<file path="src/hbs_pkg.sv">
// shared types and sizing constants for the bucketed hash set
package hbs_pkg;

    localparam int BUCKETS = 10;
    localparam int WAYS    = 8;
    localparam int KEY_W   = 31;

    localparam int BKT_W   = (BUCKETS > 1) ? $clog2(BUCKETS) : 1;
    localparam int WAY_W   = (WAYS > 1) ? $clog2(WAYS) : 1;
    localparam int FILL_W  = $clog2(WAYS + 1);
    localparam int DEPTH   = BUCKETS * WAYS;
    localparam int ADDR_W  = (DEPTH > 1) ? $clog2(DEPTH) : 1;

    // scaled reciprocal of the bucket count, exact over the whole key range
    localparam int RECIP_W     = KEY_W + 1;
    localparam int RECIP_SHIFT = KEY_W + $clog2(BUCKETS);
    localparam int PROD_W      = KEY_W + RECIP_W;
    localparam logic [RECIP_W-1:0] RECIP =
        RECIP_W'(((64'd1 << RECIP_SHIFT) + 64'(BUCKETS) - 64'd1) / 64'(BUCKETS));

    localparam logic REQ_INSERT = 1'b0;
    localparam logic REQ_SEARCH = 1'b1;

    typedef struct packed {
        logic             req_type;
        logic [KEY_W-1:0] key;
    } t_req;

    typedef struct packed {
        logic found;
        logic overflow;
    } t_rsp;

    typedef struct packed {
        logic             done;
        logic [BKT_W-1:0] rem;
    } t_mod_stat;

    typedef struct packed {
        logic             rd_en;
        logic             wr_en;
        logic [BKT_W-1:0] bucket;
        logic [WAY_W-1:0] way;
    } t_store_req;

endpackage

</file>
<file path="src/hbs_mod_unit.sv">
// remainder of the key by the bucket count: reciprocal multiply, then multiply back
module hbs_mod_unit (
    input  logic                      i_clk,
    input  logic                      i_rst_n,
    input  logic                      i_start,
    input  logic [hbs_pkg::KEY_W-1:0] i_key,
    output hbs_pkg::t_mod_stat        o_stat
);

    logic                       r_ph1;
    logic                       r_ph2;
    logic                       r_done;
    logic [hbs_pkg::KEY_W-1:0]  r_key;
    logic [hbs_pkg::KEY_W-1:0]  r_quot;
    logic [hbs_pkg::BKT_W-1:0]  r_rem;

    logic [hbs_pkg::PROD_W-1:0] prod;
    logic [hbs_pkg::KEY_W-1:0]  n_quot;
    logic [hbs_pkg::KEY_W-1:0]  back;
    logic [hbs_pkg::KEY_W-1:0]  diff;
    logic [hbs_pkg::BKT_W-1:0]  n_rem;

    // quotient from the reciprocal, then key minus quotient times bucket count
    assign prod   = hbs_pkg::PROD_W'(r_key) * hbs_pkg::PROD_W'(hbs_pkg::RECIP);
    assign n_quot = hbs_pkg::KEY_W'(prod >> hbs_pkg::RECIP_SHIFT);
    assign back   = r_quot * hbs_pkg::KEY_W'(hbs_pkg::BUCKETS);
    assign diff   = r_key - back;
    assign n_rem  = diff[hbs_pkg::BKT_W-1:0];

    always_ff @(posedge i_clk) begin
        if (!i_rst_n) begin
            r_ph1  <= 1'b0;
            r_ph2  <= 1'b0;
            r_done <= 1'b0;
        end else begin
            r_ph1  <= i_start;
            r_ph2  <= r_ph1;
            r_done <= r_ph2;
        end
    end

    always_ff @(posedge i_clk) begin
        if (i_start) begin
            r_key <= i_key;
        end
        if (r_ph1) begin
            r_quot <= n_quot;
        end
        if (r_ph2) begin
            r_rem <= n_rem;
        end
    end

    assign o_stat.done = r_done;
    assign o_stat.rem  = r_rem;

endmodule

</file>
<file path="src/hbs_store.sv">
// key memory with registered read and per-bucket fill counters
module hbs_store (
    input  logic                       i_clk,
    input  logic                       i_rst_n,
    input  hbs_pkg::t_store_req        i_req,
    input  logic [hbs_pkg::KEY_W-1:0]  i_wr_key,
    output logic [hbs_pkg::FILL_W-1:0] o_fill,
    output logic [hbs_pkg::KEY_W-1:0]  o_rd_key
);

    logic [hbs_pkg::KEY_W-1:0]  r_mem [hbs_pkg::DEPTH];
    logic [hbs_pkg::FILL_W-1:0] r_fill [hbs_pkg::BUCKETS];
    logic [hbs_pkg::KEY_W-1:0]  r_rd_key;
    logic [hbs_pkg::ADDR_W-1:0] addr;

    assign addr = hbs_pkg::ADDR_W'(i_req.bucket) * hbs_pkg::ADDR_W'(hbs_pkg::WAYS)
                + hbs_pkg::ADDR_W'(i_req.way);

    always_ff @(posedge i_clk) begin
        if (i_req.wr_en) begin
            r_mem[addr] <= i_wr_key;
        end
        if (i_req.rd_en) begin
            r_rd_key <= r_mem[addr];
        end
    end

    always_ff @(posedge i_clk) begin
        if (!i_rst_n) begin
            for (int i = 0; i < hbs_pkg::BUCKETS; i++) begin
                r_fill[i] <= '0;
            end
        end else if (i_req.wr_en) begin
            r_fill[i_req.bucket] <= r_fill[i_req.bucket] + hbs_pkg::FILL_W'(1);
        end
    end

    assign o_fill   = r_fill[i_req.bucket];
    assign o_rd_key = r_rd_key;

endmodule

</file>
<file path="src/bucketed_hash_set.sv">
// top level of the bucketed hash set: request sequencer and result register
//
//  channel   signals                       payload
//  request   i_valid / o_ready             i_req  (req_type, key)
//  response  o_valid / i_ready             o_rsp  (found, overflow)
//
//  an insert runs from acceptance to result through finding the bucket
//  (reciprocal multiply, multiply back and subtract, bucket latch), a fill lookup and the load
//  a search then compares each stored entry in turn, with a last step when none matches
//  o_ready is high only while no request is in flight; a stalled output holds the
//  sequencer only when the next result is ready and the register is still full
//  reset clears the fill counters at once, no clearing pass
module bucketed_hash_set (
    input  logic          i_clk,
    input  logic          i_rst_n,
    input  logic          i_valid,
    output logic          o_ready,
    input  hbs_pkg::t_req i_req,
    output logic          o_valid,
    input  logic          i_ready,
    output hbs_pkg::t_rsp o_rsp
);

    localparam logic [2:0] S_IDLE = 3'd0;
    localparam logic [2:0] S_MOD  = 3'd1;
    localparam logic [2:0] S_FILL = 3'd2;
    localparam logic [2:0] S_RD   = 3'd3;
    localparam logic [2:0] S_CMP  = 3'd4;
    localparam logic [2:0] S_DONE = 3'd5;

    logic [2:0]                 r_state, n_state;
    logic                       r_type;
    logic [hbs_pkg::KEY_W-1:0]  r_key;
    logic [hbs_pkg::BKT_W-1:0]  r_bkt, n_bkt;
    logic [hbs_pkg::FILL_W-1:0] r_fill, n_fill;
    logic [hbs_pkg::FILL_W-1:0] r_way, n_way;
    logic                       r_found, n_found;
    logic                       r_ovf, n_ovf;
    logic                       r_out_vld;
    hbs_pkg::t_rsp              r_rsp;

    logic                       in_fire;
    logic                       out_load;
    hbs_pkg::t_mod_stat         mod_stat;
    hbs_pkg::t_store_req        st_req;
    logic [hbs_pkg::FILL_W-1:0] st_fill;
    logic [hbs_pkg::KEY_W-1:0]  st_rd_key;

    assign o_ready  = (r_state == S_IDLE);
    assign in_fire  = i_valid && o_ready;
    assign out_load = (r_state == S_DONE) && (!r_out_vld || i_ready);

    hbs_mod_unit u_mod (
        .i_clk   (i_clk),
        .i_rst_n (i_rst_n),
        .i_start (in_fire),
        .i_key   (i_req.key),
        .o_stat  (mod_stat)
    );

    hbs_store u_store (
        .i_clk    (i_clk),
        .i_rst_n  (i_rst_n),
        .i_req    (st_req),
        .i_wr_key (r_key),
        .o_fill   (st_fill),
        .o_rd_key (st_rd_key)
    );

    always_comb begin
        n_state      = r_state;
        n_bkt        = r_bkt;
        n_fill       = r_fill;
        n_way        = r_way;
        n_found      = r_found;
        n_ovf        = r_ovf;
        st_req.rd_en = 1'b0;
        st_req.wr_en = 1'b0;
        st_req.bucket = r_bkt;
        st_req.way    = r_way[hbs_pkg::WAY_W-1:0];
        case (r_state)
            S_IDLE: begin
                if (in_fire) begin
                    n_state = S_MOD;
                    n_found = 1'b0;
                    n_ovf   = 1'b0;
                    n_way   = '0;
                end
            end
            S_MOD: begin
                if (mod_stat.done) begin
                    n_bkt   = mod_stat.rem;
                    n_state = S_FILL;
                end
            end
            S_FILL: begin
                n_fill = st_fill;
                if (r_type == hbs_pkg::REQ_INSERT) begin
                    if (st_fill >= hbs_pkg::FILL_W'(hbs_pkg::WAYS)) begin
                        n_ovf = 1'b1;
                    end else begin
                        st_req.wr_en = 1'b1;
                        st_req.way   = st_fill[hbs_pkg::WAY_W-1:0];
                    end
                    n_state = S_DONE;
                end else begin
                    n_state = S_RD;
                end
            end
            S_RD: begin
                if (r_way == r_fill) begin
                    n_state = S_DONE;
                end else begin
                    st_req.rd_en = 1'b1;
                    n_state      = S_CMP;
                end
            end
            S_CMP: begin
                if (st_rd_key == r_key) begin
                    n_found = 1'b1;
                    n_state = S_DONE;
                end else begin
                    n_way   = r_way + hbs_pkg::FILL_W'(1);
                    n_state = S_RD;
                end
            end
            S_DONE: begin
                if (out_load) begin
                    n_state = S_IDLE;
                end
            end
            default: begin
                n_state = S_IDLE;
            end
        endcase
    end

    always_ff @(posedge i_clk) begin
        if (!i_rst_n) begin
            r_state   <= S_IDLE;
            r_out_vld <= 1'b0;
        end else begin
            r_state <= n_state;
            if (out_load) begin
                r_out_vld <= 1'b1;
            end else if (i_ready) begin
                r_out_vld <= 1'b0;
            end
        end
    end

    always_ff @(posedge i_clk) begin
        if (in_fire) begin
            r_type <= i_req.req_type;
            r_key  <= i_req.key;
        end
        r_bkt   <= n_bkt;
        r_fill  <= n_fill;
        r_way   <= n_way;
        r_found <= n_found;
        r_ovf   <= n_ovf;
        if (out_load) begin
            r_rsp.found    <= r_found;
            r_rsp.overflow <= r_ovf;
        end
    end

    assign o_valid = r_out_vld;
    assign o_rsp   = r_rsp;

`ifndef SYNTH
    a_busy_after_accept: assert property (@(posedge i_clk) disable iff (!i_rst_n)
        in_fire |=> !o_ready)
        else $error("request taken while a transaction is in flight");

    a_write_only_insert: assert property (@(posedge i_clk) disable iff (!i_rst_n)
        st_req.wr_en |-> (r_type == hbs_pkg::REQ_INSERT) &&
                         (st_fill < hbs_pkg::FILL_W'(hbs_pkg::WAYS)))
        else $error("key write outside an insert with room");

    a_cmp_follows_read: assert property (@(posedge i_clk) disable iff (!i_rst_n)
        (r_state == S_CMP) |-> $past(st_req.rd_en))
        else $error("compare without a preceding read");

    a_mod_done_in_mod: assert property (@(posedge i_clk) disable iff (!i_rst_n)
        mod_stat.done |-> (r_state == S_MOD))
        else $error("remainder finished outside its wait state");

    a_flags_exclusive: assert property (@(posedge i_clk) disable iff (!i_rst_n)
        o_valid |-> !(o_rsp.found && o_rsp.overflow))
        else $error("found and overflow both set");
`endif

endmodule

</file>
<file path="config.mk">
export PLATFORM = sky130hd
export DESIGN_NAME = bucketed_hash_set
export DESIGN_NICKNAME = d
export VERILOG_FILES = /design/src/hbs_pkg.sv /design/src/hbs_mod_unit.sv /design/src/hbs_store.sv /design/src/bucketed_hash_set.sv
export SDC_FILE = /design/constraint.sdc
export NUM_CORES = 2
export LEC_CHECK = 0
export ABC_AREA = 1
export BUFFER_PORTS_ARGS = -buffer_cell sky130_fd_sc_hd__buf_2
export CAP_MARGIN = 5
export CORE_UTILIZATION = 40
export DETAILED_ROUTE_END_ITERATION = 10
export SYNTH_ARGS = -nofsm -noshare
export SYNTH_HDL_FRONTEND = slang
export SYNTH_SLANG_ARGS = --single-unit
</file>
<file path="constraint.sdc">
create_clock -name i_clk -period 19.1 [get_ports i_clk]
set_clock_uncertainty 0.15 [all_clocks]
set_input_delay 0.955 -clock i_clk [delete_from_list [all_inputs] [get_ports i_clk]]
set_output_delay 0.955 -clock i_clk [all_outputs]
set_load 0.005 [all_outputs]
</file>
==> results.ini <==
[worst_setup_path]
sort_of_element_at_the_start_of_the_critical_path = register
worstSetupPathType = reg -> reg
cp_slowest_stage_delay_ns = 0.68
crit_path_end_kind = register
worstPathMaxFanout = 52
cp_cell_sequence = buf_4 -> buf_4 -> inv_1 -> ha_1 -> fa_1 -> inv_1 -> fa_1 -> inv_1 -> fa_1 -> fa_1 -> fa_1 -> inv_1 -> fa_1 -> inv_1 -> fa_1 -> inv_1 -> ha_1 -> inv_1 -> nor3_1 -> nand2_1 -> nor4_1 -> nand2_1 -> o31ai_1 -> xor2_1
critPathSlowestCell = sky130_fd_sc_hd__buf_4
worstPathArrival_ns = 8.10
worst-path-buf-inv = 9
cp.required_ns = 19.53
critPathTopFamily = adder cells

[power]
intPower_mw = 15.26
seq_power_share = 0.253
cellLeakagePower_nw = 54.33
peak_ir_drop_on_the_vdd_network_mv = 1.311
switch_share = 0.4357
p_sw_mw = 11.78
pwr_density_cell_mw_per_mm2 = 203.1
p_comb_frac = 0.553
power.clock.fraction = 0.193

[synth]
avgSynthCellArea_sq_um = 10.61
synth.distinct_cells = 44
seq_area_frac_synth = 0.6614
combined_area_of_all_synthesized_cells_sq_mm = 0.1197
postSynthCellCount = 11290
postSynthNetCount = 11690
yosys_register_bits = 2641
synth_warnings = 0

[drt]
detailroute.wirelength.met2_um = 164300
drt_drc_violations_left = 3
route.antenna.remaining_nets = 0
first_pass_iters = 9
routed_wire_length_per_instance_um = 23.46
met1Wirelength_um = 148300
vias_per_cell = 5.270
iteration_0_drc_count_of_the_detailed_router = 9936
vias_after_detailed_routing = 81170
drt_wl_total_um = 361400
topRoutingLayerUsed = met5
routed-wl-met3_um = 34380

[place]
final_weighted_congestion_of_routability_driven_global_placement = 0.8797
placement.cell_area_sq_mm = 0.1245
numPortBuffers = 39
place_ws_ns = 11.43
dp_hpwl_um = 202300

[timing]
fin_tns_setup_ns = 0
max_clock_freq_ghz = 0.1304
setup_ws_ns = 11.43
final_period_minus_worst_setup_slack_ns = 7.666
final.period_utilization = 0.4014
grt_setup_unrepaired = false
worst_pin_slew_ns = 1.301
final_hold_viol_count = 0
max_slew_violation_count = 0
timing.slew.headroom = 0.1308
setup_violations = 0

[clock_tree]
htree_levels = 5
cts_post_setup_buffers_inserted = 0
cts.hold.buffers_added = 0
clockRootBuffer = sky130_fd_sc_hd__clkbuf_16
clkLatencyLatePin_ns = 0.87
tritoncts_num_sinks = 2641
cts_inserted_buffers = 278
clk_path_buf_depth = 4
cts_tree = done
worst_setup_hold_path_clk_slew_ns = 0.06
cts.repair.resized = 0

[floorplanning]
initial_core_util = 0.4027
chip_width_um = 549.1
die_height_um = 549.1
io-pin-count = 40
floorplan.rows = 200
core-area_sq_mm = 0.2973
die_area_sq_mm = 0.3015

[grt]
via_count_of_the_first_global_routing_pass = 77830
grt_first_pass_wirelength_um = 527200
global_route_usage_sum = 0.2366
grt_overflow_total = 0
grt_start_max_net_pins = 175
antenna_found_initial = 24

[layout]
drive_gt1_frac = 0.06573
syn_to_final_growth_pct = 11.18
nNetsFinal = 11650
stdcell_area_sq_mm = 0.1331

[flow_run]
drv_cap = 0

[outcome]
status = finished with violations
failed_checks = DRC

[worst_hold_path]
timing.hold.worst.class = in -> reg

[per-stage QoR]
| step | hold WS, ns | util | cells | total power [mW] |
|---|---|---|---|---|
| after global placement | 0.2564 | 0.4189 | 14910 | 22.07 |
| after detailed placement | 0.2554 | 0.4189 | 14910 | 21.82 |
| after CTS | 0.07939 | 0.4477 | 15400 | 27.14 |
| after floorplan | 0.2503 | - | 11290 | 17.77 |
| after global routing | 0.09790 | 0.4478 | 15400 | 29.51 |
| final | 0.1270 | 0.4478 | 15400 | 27.04 |
[power by group through the flow]
| stage | logic, mW | clock network [mW] | registers, mW |
|---|---|---|---|
| floorplan | 10.6 | 0 | 7.13 |
| global placement | 15.1 | 0 | 6.98 |
| detailed placement | 14.8 | 0 | 6.98 |
| CTS | 15.0 | 5.29 | 6.85 |
| global route | 17.2 | 5.51 | 6.85 |
| finish | 15.0 | 5.23 | 6.86 |
[cell usage after synthesis, drive strengths merged]
cell	instances	area (sq um)
ha	192	2402
or3	1	6.260
nand4	11	68.82
o21bai	1	7.510
nor3	10	61.31
a221oi	2	17.52
inv	1212	4549
dfxtp	11	220.2
a2111o	1	11.26
xor2	29	254.0
o311ai	2	17.52
fa	174	3483
nand3	1172	5888
a21oi	250	1251
nor4	9	56.30
o22ai	1	6.260
nor2	519	1968
o21ai	169	857.1
clkinv	12	45.04
o211ai	9	67.56
edfxtp	2630	78980
or4	1	7.510
a31o	1	8.760
a21o	2	15.01
nand2	4152	15600
xnor2	26	227.7
a31oi	15	93.84
or2	8	50.05
nand3b	94	705.7
buf	416	2232
clkbuf	152	570.6
o31ai	1	7.510
[state kept, by name, indices dropped and copies added (netlist names), 2 cells and up, named ones only]
| signal | cells |
|---|---|
| u_mod.r_key | 31 |
| r_fill | 4 |
| u_store.r_fill | 64 |
| u_mod.r_rem | 4 |
| r_way | 4 |
| r_bkt | 4 |
| u_store.o_rd_key | 31 |
| u_store.r_mem | 2480 |
| r_state | 3 |
| u_mod.r_quot | 3 |
| o_rsp | 2 |
[area by class of cell]
| cell class | count | area (sq um) |
|---|---|---|
| tap | 3939 | 4928 |
| antenna | 6 | 15.01 |
| clock buffer | 341 | 7361 |
| clock inverter | 144 | 1210 |
| multi-input combinational | 6852 | 33870 |
| timing repair buffer | 254 | 1947 |
| fill | 27330 | 164200 |
| inverter | 1224 | 4594 |
| sequential | 2641 | 79200 |
[metal layers]
| metal | global-route usage | vias up |
|---|---|---|
| li1 | - | 36990 |
| met1 | 0.3273 | 39890 |
| met2 | 0.3728 | 3695 |
| met3 | 0.04043 | 593 |
| met4 | 0.09003 | 6 |
| met5 | 0 | - |
[cells in the final DEF, fill, tap and decap left out, drive strengths merged]
master / count
a2111o: 1
a21o: 2
a21oi: 250
a221oi: 2
a31o: 1
a31oi: 15
buf: 254
bufinv: 17
clkbuf: 341
clkinv: 117
clkinvlp: 8
dfxtp: 11
diode: 6
edfxtp: 2630
fa: 174
ha: 192
inv: 1226
nand2: 4152
nand3: 1172
nand3b: 94
nand4: 11
nor2: 519
nor3: 10
nor4: 9
o211ai: 9
o21ai: 169
o21bai: 1
o22ai: 1
o311ai: 2
o31ai: 1
or2: 8
or3: 1
or4: 1
xnor2: 26
xor2: 29
[worst paths after layout]
kind	slack, ns	startpoint	end	depth (start not counted)
setup / recovery	11.43	u_mod.r_key[20]	u_mod.r_quot[2]	24
hold reg to reg	0.27	r_ovf	o_rsp[0]	0
hold / removal	0.13	i_req[2]	u_mod.r_key[2]	1
setup reg to reg	11.43	u_mod.r_key[20]	u_mod.r_quot[2]	24
[kinds of logic (layout without fill, tap and decap cells)]
| logic type | Yosys count | in the layout | share of synthesized area |
|---|---|---|---|
| adder cells (fa/ha/maj) | 366 | 366 | 0.04916 |
| buffers and inverters | 1792 | 1963 | 0.06178 |
| other | 0 | 6 | 0 |
| XOR/XNOR | 55 | 55 | 0.004023 |
| AND/OR/NAND/NOR | 5977 | 5977 | 0.2039 |
| flip-flops | 2641 | 2641 | 0.6614 |
| AO/OA/AOI/OAI | 454 | 454 | 0.01972 |
Note: power is estimated with default switching activity, not from simulation.
